## src/rtl/rcc_pkg.sv

```systemverilog
// Package for the radix conversion unit with overflow checking.
// Holds the shared widths, character and status codes, register indexes and digit helpers.
// No dependencies; used by radix_conversion_checked_unit and rcc_checker.
package rcc_pkg;

	localparam int DEFAULT_VALUE_BITS = 32;
	localparam int RADIX_W            = 6;
	localparam int CHAR_W             = 8;
	localparam int STATUS_W           = 2;
	localparam int CFG_IDX_W          = 2;

	localparam logic [RADIX_W-1:0] RADIX_MIN   = 6'd2;
	localparam logic [RADIX_W-1:0] RADIX_LIMIT = 6'd37;
	localparam logic [RADIX_W-1:0] RADIX_RESET = 6'd10;

	localparam logic [CFG_IDX_W-1:0] REG_SRC_RADIX = 2'd0;
	localparam logic [CFG_IDX_W-1:0] REG_DST_RADIX = 2'd1;

	localparam logic [STATUS_W-1:0] STATUS_OK    = 2'd0;
	localparam logic [STATUS_W-1:0] STATUS_VALUE = 2'd1;
	localparam logic [STATUS_W-1:0] STATUS_RADIX = 2'd2;

	localparam logic [CHAR_W-1:0] CHAR_MINUS = 8'h2D;
	localparam logic [CHAR_W-1:0] CHAR_ZERO  = 8'h30;
	localparam logic [CHAR_W-1:0] CHAR_NINE  = 8'h39;
	localparam logic [CHAR_W-1:0] CHAR_A     = 8'h41;
	localparam logic [CHAR_W-1:0] CHAR_Z     = 8'h5A;
	localparam logic [CHAR_W-1:0] CHAR_NUL   = 8'h00;
	localparam logic [CHAR_W-1:0] DEC_TEN    = 8'd10;

	function automatic logic radix_ok(input logic [RADIX_W-1:0] r);
		return (r >= RADIX_MIN) && (r < RADIX_LIMIT);
	endfunction

	function automatic logic [CHAR_W-1:0] digit_to_char(input logic [RADIX_W-1:0] d);
		logic [CHAR_W-1:0] dw;
		dw = CHAR_W'(d);
		return (dw > 8'd9) ? (dw - DEC_TEN + CHAR_A) : (dw + CHAR_ZERO);
	endfunction

endpackage

```

## src/rtl/radix_conversion_checked_unit.sv

```systemverilog
// Radix conversion unit: signed text number in one radix to text in another radix.
// Iterative datapath with a checked multiply-add and a one-bit-per-cycle restoring divider.
// Depends on rcc_pkg.
//
// Channel  | Direction | Payload                      | Handshake
// ---------+-----------+------------------------------+-----------------------------
// in       | to unit   | in_char, in_last             | in_valid / in_ready
// out      | from unit | out_char, status, out_last   | out_valid / out_ready
// cfg      | to unit   | cfg_index, cfg_data          | cfg_wr_en, no back-pressure
//
// A character that is not last passes acceptance, which registers the product of the
// accumulator and the source radix, then a state of add, range check and update.
// A last character then runs the divider once per output digit, followed per digit result by
// memory read, output load and transaction, after a sign result if the value is below zero.
// Reset is asynchronous and active low; it restores both radix registers to ten.
// After a last character in_ready stays low until its closing result is taken; a stall holds it.
module radix_conversion_checked_unit #(
	parameter int VALUE_BITS = rcc_pkg::DEFAULT_VALUE_BITS
) (
	input  logic                          clk,
	input  logic                          arst_n,
	input  logic                          cfg_wr_en,
	input  logic [rcc_pkg::CFG_IDX_W-1:0] cfg_index,
	input  logic [rcc_pkg::RADIX_W-1:0]   cfg_data,
	input  logic                          in_valid,
	output logic                          in_ready,
	input  logic [rcc_pkg::CHAR_W-1:0]    in_char,
	input  logic                          in_last,
	output logic                          out_valid,
	input  logic                          out_ready,
	output logic [rcc_pkg::CHAR_W-1:0]    out_char,
	output logic [rcc_pkg::STATUS_W-1:0]  status,
	output logic                          out_last
);

	localparam int RW = rcc_pkg::RADIX_W;
	localparam int PW = VALUE_BITS + RW;
	localparam int IW = $clog2(VALUE_BITS);
	localparam int CW = IW + 1;

	localparam logic [2:0] S_IDLE = 3'd0;
	localparam logic [2:0] S_ADD  = 3'd1;
	localparam logic [2:0] S_DIV  = 3'd2;
	localparam logic [2:0] S_RD   = 3'd3;
	localparam logic [2:0] S_LOAD = 3'd4;
	localparam logic [2:0] S_WAIT = 3'd5;

	logic [2:0]                   state_q;
	logic [RW-1:0]                src_radix_q, dst_radix_q;
	logic [VALUE_BITS-1:0]        acc_q;
	logic                         neg_q, first_q, err_q;
	logic [rcc_pkg::CHAR_W-1:0]   ch_q;
	logic                         last_q;
	logic [PW-1:0]                prod_q;
	logic [VALUE_BITS-1:0]        div_q;
	logic [RW-1:0]                rem_q;
	logic [IW-1:0]                bit_cnt_q;
	logic [CW-1:0]                n_q;
	logic                         sign_q;
	logic [RW-1:0]                rd_q;
	logic                         out_valid_q, out_last_q;
	logic [rcc_pkg::CHAR_W-1:0]   out_char_q;
	logic [rcc_pkg::STATUS_W-1:0] status_q;
	logic [RW-1:0]                dig_mem [VALUE_BITS];

	// Accumulate step
	logic                  is_num, is_alpha, src_ok, dst_ok;
	logic [RW-1:0]         digit;
	logic [PW:0]           sum, half_w, lim;
	logic [VALUE_BITS-1:0] acc_n;
	logic                  neg_n, err_n;

	// Divider step
	logic [RW:0]           trial;
	logic                  ge;
	logic [RW-1:0]         rem_nx;
	logic [VALUE_BITS-1:0] quo_nx;
	logic                  div_done;
	logic [CW-1:0]         n_inc, n_dec;

	assign in_ready  = (state_q == S_IDLE);
	assign out_valid = out_valid_q;
	assign out_char  = out_char_q;
	assign status    = status_q;
	assign out_last  = out_last_q;

	always_comb begin
		is_num   = (ch_q inside {[rcc_pkg::CHAR_ZERO:rcc_pkg::CHAR_NINE]});
		is_alpha = (ch_q inside {[rcc_pkg::CHAR_A:rcc_pkg::CHAR_Z]});
		digit    = is_num ? RW'(ch_q - rcc_pkg::CHAR_ZERO)
		                  : RW'(ch_q - rcc_pkg::CHAR_A + rcc_pkg::DEC_TEN);
		src_ok   = rcc_pkg::radix_ok(src_radix_q);
		dst_ok   = rcc_pkg::radix_ok(dst_radix_q);
		sum      = {1'b0, prod_q} + (PW+1)'(digit);
		half_w   = '0;
		half_w[VALUE_BITS-1] = 1'b1;
		// A negative value may reach one more than the largest positive one.
		lim      = neg_q ? half_w : (half_w - (PW+1)'(1));
		acc_n    = acc_q;
		neg_n    = neg_q;
		err_n    = err_q;
		if (!err_q) begin
			if (first_q && (ch_q == rcc_pkg::CHAR_MINUS)) begin
				neg_n = 1'b1;
			end else if (!(is_num || is_alpha) || !src_ok || (digit >= src_radix_q)) begin
				err_n = 1'b1;
			end else if (sum > lim) begin
				err_n = 1'b1;
			end else begin
				acc_n = sum[VALUE_BITS-1:0];
			end
		end
	end

	always_comb begin
		trial    = {rem_q, div_q[VALUE_BITS-1]};
		ge       = (trial >= {1'b0, dst_radix_q});
		rem_nx   = ge ? RW'(trial - {1'b0, dst_radix_q}) : trial[RW-1:0];
		quo_nx   = {div_q[VALUE_BITS-2:0], ge};
		div_done = (bit_cnt_q == IW'(VALUE_BITS - 1));
		n_inc    = n_q + CW'(1);
		n_dec    = n_q - CW'(1);
	end

	always_ff @(posedge clk or negedge arst_n) begin
		if (!arst_n) begin
			src_radix_q <= rcc_pkg::RADIX_RESET;
			dst_radix_q <= rcc_pkg::RADIX_RESET;
		end else if (cfg_wr_en) begin
			case (cfg_index)
				rcc_pkg::REG_SRC_RADIX: src_radix_q <= cfg_data;
				rcc_pkg::REG_DST_RADIX: dst_radix_q <= cfg_data;
				default: ;
			endcase
		end
	end

	// Digit store: remainders in order of significance, read back from the top.
	always_ff @(posedge clk) begin
		if (state_q == S_DIV && div_done) begin
			dig_mem[n_q[IW-1:0]] <= rem_nx;
		end
		if (state_q == S_RD) begin
			rd_q <= dig_mem[n_dec[IW-1:0]];
		end
	end

	always_ff @(posedge clk or negedge arst_n) begin
		if (!arst_n) begin
			state_q     <= S_IDLE;
			acc_q       <= '0;
			neg_q       <= 1'b0;
			first_q     <= 1'b1;
			err_q       <= 1'b0;
			ch_q        <= rcc_pkg::CHAR_NUL;
			last_q      <= 1'b0;
			prod_q      <= '0;
			div_q       <= '0;
			rem_q       <= '0;
			n_q         <= '0;
			bit_cnt_q   <= '0;
			sign_q      <= 1'b0;
			out_valid_q <= 1'b0;
			out_char_q  <= rcc_pkg::CHAR_NUL;
			status_q    <= rcc_pkg::STATUS_OK;
			out_last_q  <= 1'b0;
		end else begin
			case (state_q)
				S_IDLE: begin
					if (in_valid) begin
						ch_q    <= in_char;
						last_q  <= in_last;
						prod_q  <= PW'(acc_q) * PW'(src_radix_q);
						state_q <= S_ADD;
					end
				end
				S_ADD: begin
					if (last_q) begin
						acc_q   <= '0;
						neg_q   <= 1'b0;
						first_q <= 1'b1;
						err_q   <= 1'b0;
						if (!src_ok || !dst_ok) begin
							out_valid_q <= 1'b1;
							out_char_q  <= rcc_pkg::CHAR_NUL;
							status_q    <= rcc_pkg::STATUS_RADIX;
							out_last_q  <= 1'b1;
							state_q     <= S_WAIT;
						end else if (err_n) begin
							out_valid_q <= 1'b1;
							out_char_q  <= rcc_pkg::CHAR_NUL;
							status_q    <= rcc_pkg::STATUS_VALUE;
							out_last_q  <= 1'b1;
							state_q     <= S_WAIT;
						end else begin
							div_q     <= acc_n;
							sign_q    <= neg_n && (acc_n != '0);
							rem_q     <= '0;
							bit_cnt_q <= '0;
							n_q       <= '0;
							state_q   <= S_DIV;
						end
					end else begin
						acc_q   <= acc_n;
						neg_q   <= neg_n;
						err_q   <= err_n;
						first_q <= 1'b0;
						state_q <= S_IDLE;
					end
				end
				S_DIV: begin
					div_q <= quo_nx;
					if (div_done) begin
						rem_q     <= '0;
						bit_cnt_q <= '0;
						n_q       <= n_inc;
						if ((quo_nx == '0) || (n_inc == CW'(VALUE_BITS))) begin
							if (sign_q) begin
								out_valid_q <= 1'b1;
								out_char_q  <= rcc_pkg::CHAR_MINUS;
								status_q    <= rcc_pkg::STATUS_OK;
								out_last_q  <= 1'b0;
								state_q     <= S_WAIT;
							end else begin
								state_q <= S_RD;
							end
						end
					end else begin
						rem_q     <= rem_nx;
						bit_cnt_q <= bit_cnt_q + IW'(1);
					end
				end
				S_RD: begin
					n_q     <= n_dec;
					state_q <= S_LOAD;
				end
				S_LOAD: begin
					out_valid_q <= 1'b1;
					out_char_q  <= rcc_pkg::digit_to_char(rd_q);
					status_q    <= rcc_pkg::STATUS_OK;
					out_last_q  <= (n_q == '0);
					state_q     <= S_WAIT;
				end
				S_WAIT: begin
					if (out_ready) begin
						out_valid_q <= 1'b0;
						state_q     <= out_last_q ? S_IDLE : S_RD;
					end
				end
				default: begin
					state_q <= S_IDLE;
				end
			endcase
		end
	end

endmodule

```

## config.mk

```make
export PLATFORM = sky130hd
export DESIGN_NAME = radix_conversion_checked_unit
export DESIGN_NICKNAME = d
export VERILOG_FILES = /design/src/rtl/rcc_pkg.sv /design/src/rtl/radix_conversion_checked_unit.sv
export SDC_FILE = /design/constraint.sdc
export NUM_CORES = 1
export LEC_CHECK = 0
export BUFFER_PORTS_ARGS = -buffer_cell sky130_fd_sc_hd__buf_2
export CAP_MARGIN = 40
export CORE_ASPECT_RATIO = 1.1
export CORE_MARGIN = 8
export CORE_UTILIZATION = 64
export DETAILED_ROUTE_END_ITERATION = 7
export PLACE_DENSITY = 0.81
export SETUP_SLACK_MARGIN = 0.05
export SYNTH_ARGS = -nofsm -noshare
export SYNTH_HDL_FRONTEND = slang
export SYNTH_SLANG_ARGS = --single-unit
```

## constraint.sdc

```tcl
create_clock -name clk -period 6.85 [get_ports clk]
set_input_delay 0.3425 -clock clk [delete_from_list [all_inputs] [get_ports clk]]
set_output_delay 0.3425 -clock clk [all_outputs]
set_load 0.02 [all_outputs]
```

==> metrics.cfg <==
[sta]
timing_hold_violations_final=0
max_freq_mhz=159
finalCritPeriodShare_pct=91.8
drv_slew=0
final.min_clock_period_ps=6290
rsz0062_at_grt=no
worst_clock_skew_ps=17.2
setup_viol=0
slew_headroom_pct=45.0
whs_ps=28.3
worst_pin_slew_ps=825
tns_ps=0

[global_routing]
grt.met1_usage_pct=35.5
grt_pass1_vias=17600
grt_usage_pct=29.4
overflow=0
antenna_found_initial=1
grt_util_met2_pct=51.0
grt_pass1_wl_mm=98.2
grt.busiest_layer=met2
grtUsageMet3_pct=4.87
grt_max_degree=82

[synth]
ys_ff_latch=357
yosysSeqAreaShare_pct=42.8
syn_nets=2403
synthDistinctLibCells=72
synth_flop_cell=edfxtp_1
ys_warn_count=0
synth_area_per_cell_um2=10.8
synth-async-reset-ratio_pct=44.5
synth.cell_area_um2=23200
synth_cells=2139
synth_edf_count=198

[route]
remaining_drc_errors=0
dr_total_vias=17100
wirelength_mm=61.5
postRouteAntennaNets=0
drt_first_pass_iters=6
vias_per_cell=6.45
wire_per_inst_um=23.3
drtIter0Drc=1776

[setup_path]
worst_ep_required_time_ps=7260
r2r_setup_slack_ps=560
r2r-start=ch_q[1]
cp_max_fo=19
crit_arrival_ps=6700
cp-end-kind=register
critPathKind=reg -> reg
setup.worst_path.start_class=register
r2r-end=div_q[8]
r2r_cells=22

[job]
maxCapViolCount=0

[worst_hold_path]
min_path_type=in -> reg
hold_end=ch_q[6]
hp-start=in_char[6]
hold_depth=2

[cts]
postCtsSetupRepairBufs=0
cts-root-buf=clkbuf_16
cts_tree=done
cts.sinks=357
clk_pin_slew_ps=60
clk_latency_ps=540
h-tree-depth=2
cts_made_buffers=36
cts.path.max_buffers=3

[layout]
nets=2393
post-route-cell-area_um2=25100
n_fill_cell=2478
fin_util_pct=69.9
syn2layout_area_growth_pct=8.22
drive_above_1_share_pct=11.7

[placement]
gp_congestion=0.944
place_hpwl_mm=43.5
io_buffers=34
placed_cell_area_um2=23900

[die]
initial_utilization_pct=64.6
io_pins=35
die_x_um=197
die_area_um2=42600
core_um2=35900
die_height_um=216
rows=73

[pwr]
power.leakage_uw=0.0107
power.total_uw=10400
powerDensity_nw_per_um2=414
peakVddDrop_mv=0.338

[run_status]
status=finished, final reports clean

==> logic make-up (layout without fill, tap and decap cells) <==
group	count (synthesis)	after routing	share of synthesized area [%]
multiplexers	108	108	8.09
AO/OA/AOI/OAI	391	391	11.1
AND/OR/NAND/NOR	687	687	13.6
XOR/XNOR	69	69	2.61
adder cells (fa/ha/maj)	242	242	17.0
other	0	1	0
flip-flops	357	357	42.8
buffers and inverters	285	302	4.70
==> Yosys cell counts, types with 5 or more instances <==
library cell | n | area (um2)
a21oi_1 | 74 | 370
clkbuf_1 | 86 | 323
a31oi_1 | 13 | 81.3
o211ai_1 | 5 | 37.5
nand4_1 | 25 | 156
nand3_1 | 34 | 170
a22o_1 | 16 | 140
o31ai_1 | 10 | 75.1
or3_1 | 8 | 50.1
a21o_1 | 25 | 188
nand2b_1 | 11 | 68.8
o21ai_0 | 118 | 591
a211oi_1 | 15 | 113
o21a_1 | 15 | 113
or2_2 | 7 | 43.8
nor2_1 | 117 | 439
fa_1 | 123 | 2460
mux4_2 | 60 | 1350
buf_1 | 19 | 71.3
xor2_1 | 32 | 280
mux2_2 | 34 | 383
nor3b_1 | 5 | 37.5
nor2b_1 | 9 | 56.3
o21bai_1 | 5 | 37.5
nand2_1 | 344 | 1290
buf_2 | 11 | 55.1
dfrtp_1 | 154 | 3850
edfxtp_1 | 198 | 5950
and3_1 | 7 | 43.8
nor3_1 | 32 | 160
nor4_1 | 22 | 138
inv_1 | 166 | 623
a221o_1 | 30 | 300
mux2i_1 | 13 | 130
xnor2_1 | 37 | 324
ha_1 | 119 | 1490
dfstp_2 | 5 | 131
a21boi_0 | 22 | 165
and2_1 | 43 | 269
==> state kept, by name, summed over array words and instances, names as in the netlist <==
register     flops
out_char         8
neg_q            1
last_q           1
dig_mem        192
bit_cnt_q        5
status           2
div_q           32
out_last         1
out_valid        1
acc_q           32
dst_radix_q      6
n_q              6
sign_q           1
state_q          3
first_q          1
rd_q             6
err_q            1
ch_q             8
rem_q            6
prod_q          38
src_radix_q      6
==> critical path, stage by stage, from the launching register on <==
cell	delay (ps)
dfrtp_1	450
inv_1	130
ha_1	230
o21bai_1	80
a21oi_1	410
mux2_2	440
ha_1	290
a211o_1	350
a2111oi_2	540
nor2_1	310
nand4_1	200
xnor2_1	220
ha_1	310
nand4_1	150
nor2_1	70
a221o_1	310
a211oi_1	240
a21o_1	170
and4b_1	280
o21ai_2	80
and2_2	340
buf_4	250
a221o_1	320
==> placed cells by master (no fill, tap or decap), types with 14 or more instances in the layout <==
cell type,count
a21boi_0,22
xor2_1,32
nor2_1,116
mux2_2,34
nand4_1,25
fa_1,123
dfrtp_1,153
nand2_1,343
o21a_1,15
a22o_1,16
nor3_1,32
buf_2,34
inv_1,166
edfxtp_1,198
nor4_1,22
a21o_1,25
nand3_1,34
clkbuf_16,36
a21oi_1,74
mux4_2,60
and2_1,42
a211oi_1,14
ha_1,118
a221o_1,30
buf_4,31
xnor2_1,36
o21ai_0,116
==> timing repair <==
action / 4_1_cts / 5_1_grt
hold buffers: 1 / 0
gates resized for setup: 0 / 2
endpoints found under the hold margin: 54 / 0
endpoints found under the setup margin: 0 / 22
==> layer usage <==
metal  routed length (um)  part of all wire (%)  up-vias
met2                31500                    51      815
met5                    0                     0        -
met1                22800                    37     8548
met4                 3000                   4.9        0
met3                 4260                   6.9      172
li1                     -                     -     7522
==> how the worst max path moves through the flow <==
stage                 start     endpoint  slack (ps)  cells past startpoint
floorplan           ch_q[0]  out_char[5]        1360                     23
global placement    ch_q[1]     div_q[9]         610                     22
detailed placement  ch_q[0]     div_q[7]         550                     21
CTS                 ch_q[1]     div_q[8]         470                     21
global route        ch_q[1]    status[0]         130                     21
finish              ch_q[1]     div_q[8]         560                     22
==> where the power goes <==
part           switching, uW  total (uW)  internal, uW
Clock                    868        2030          1160
Sequential               471        3350          2880
Combinational           3060        5010          1950
Total                   4390       10400          5990
==> stage by stage <==
stage | cells | setup WS, ps
floorplan | 2139 | 1360
global placement | 2570 | 613
detailed placement | 2577 | 548
CTS | 2643 | 471
global route | 2643 | 132
finish | 2644 | 560
==> layout make-up <==
type	count	area, um2	share of cell area (%)
tap	487	609	2.43
timing repair buffer	71	505	2.01
sequential	357	9930	39.6
clock buffer	43	957	3.82
inverter	166	623	2.48
antenna	1	2.50	0.00997
multi-input combinational	1497	12200	48.7
clock inverter	22	244	0.972
No activity file was read; power rests on OpenSTA's default activity.
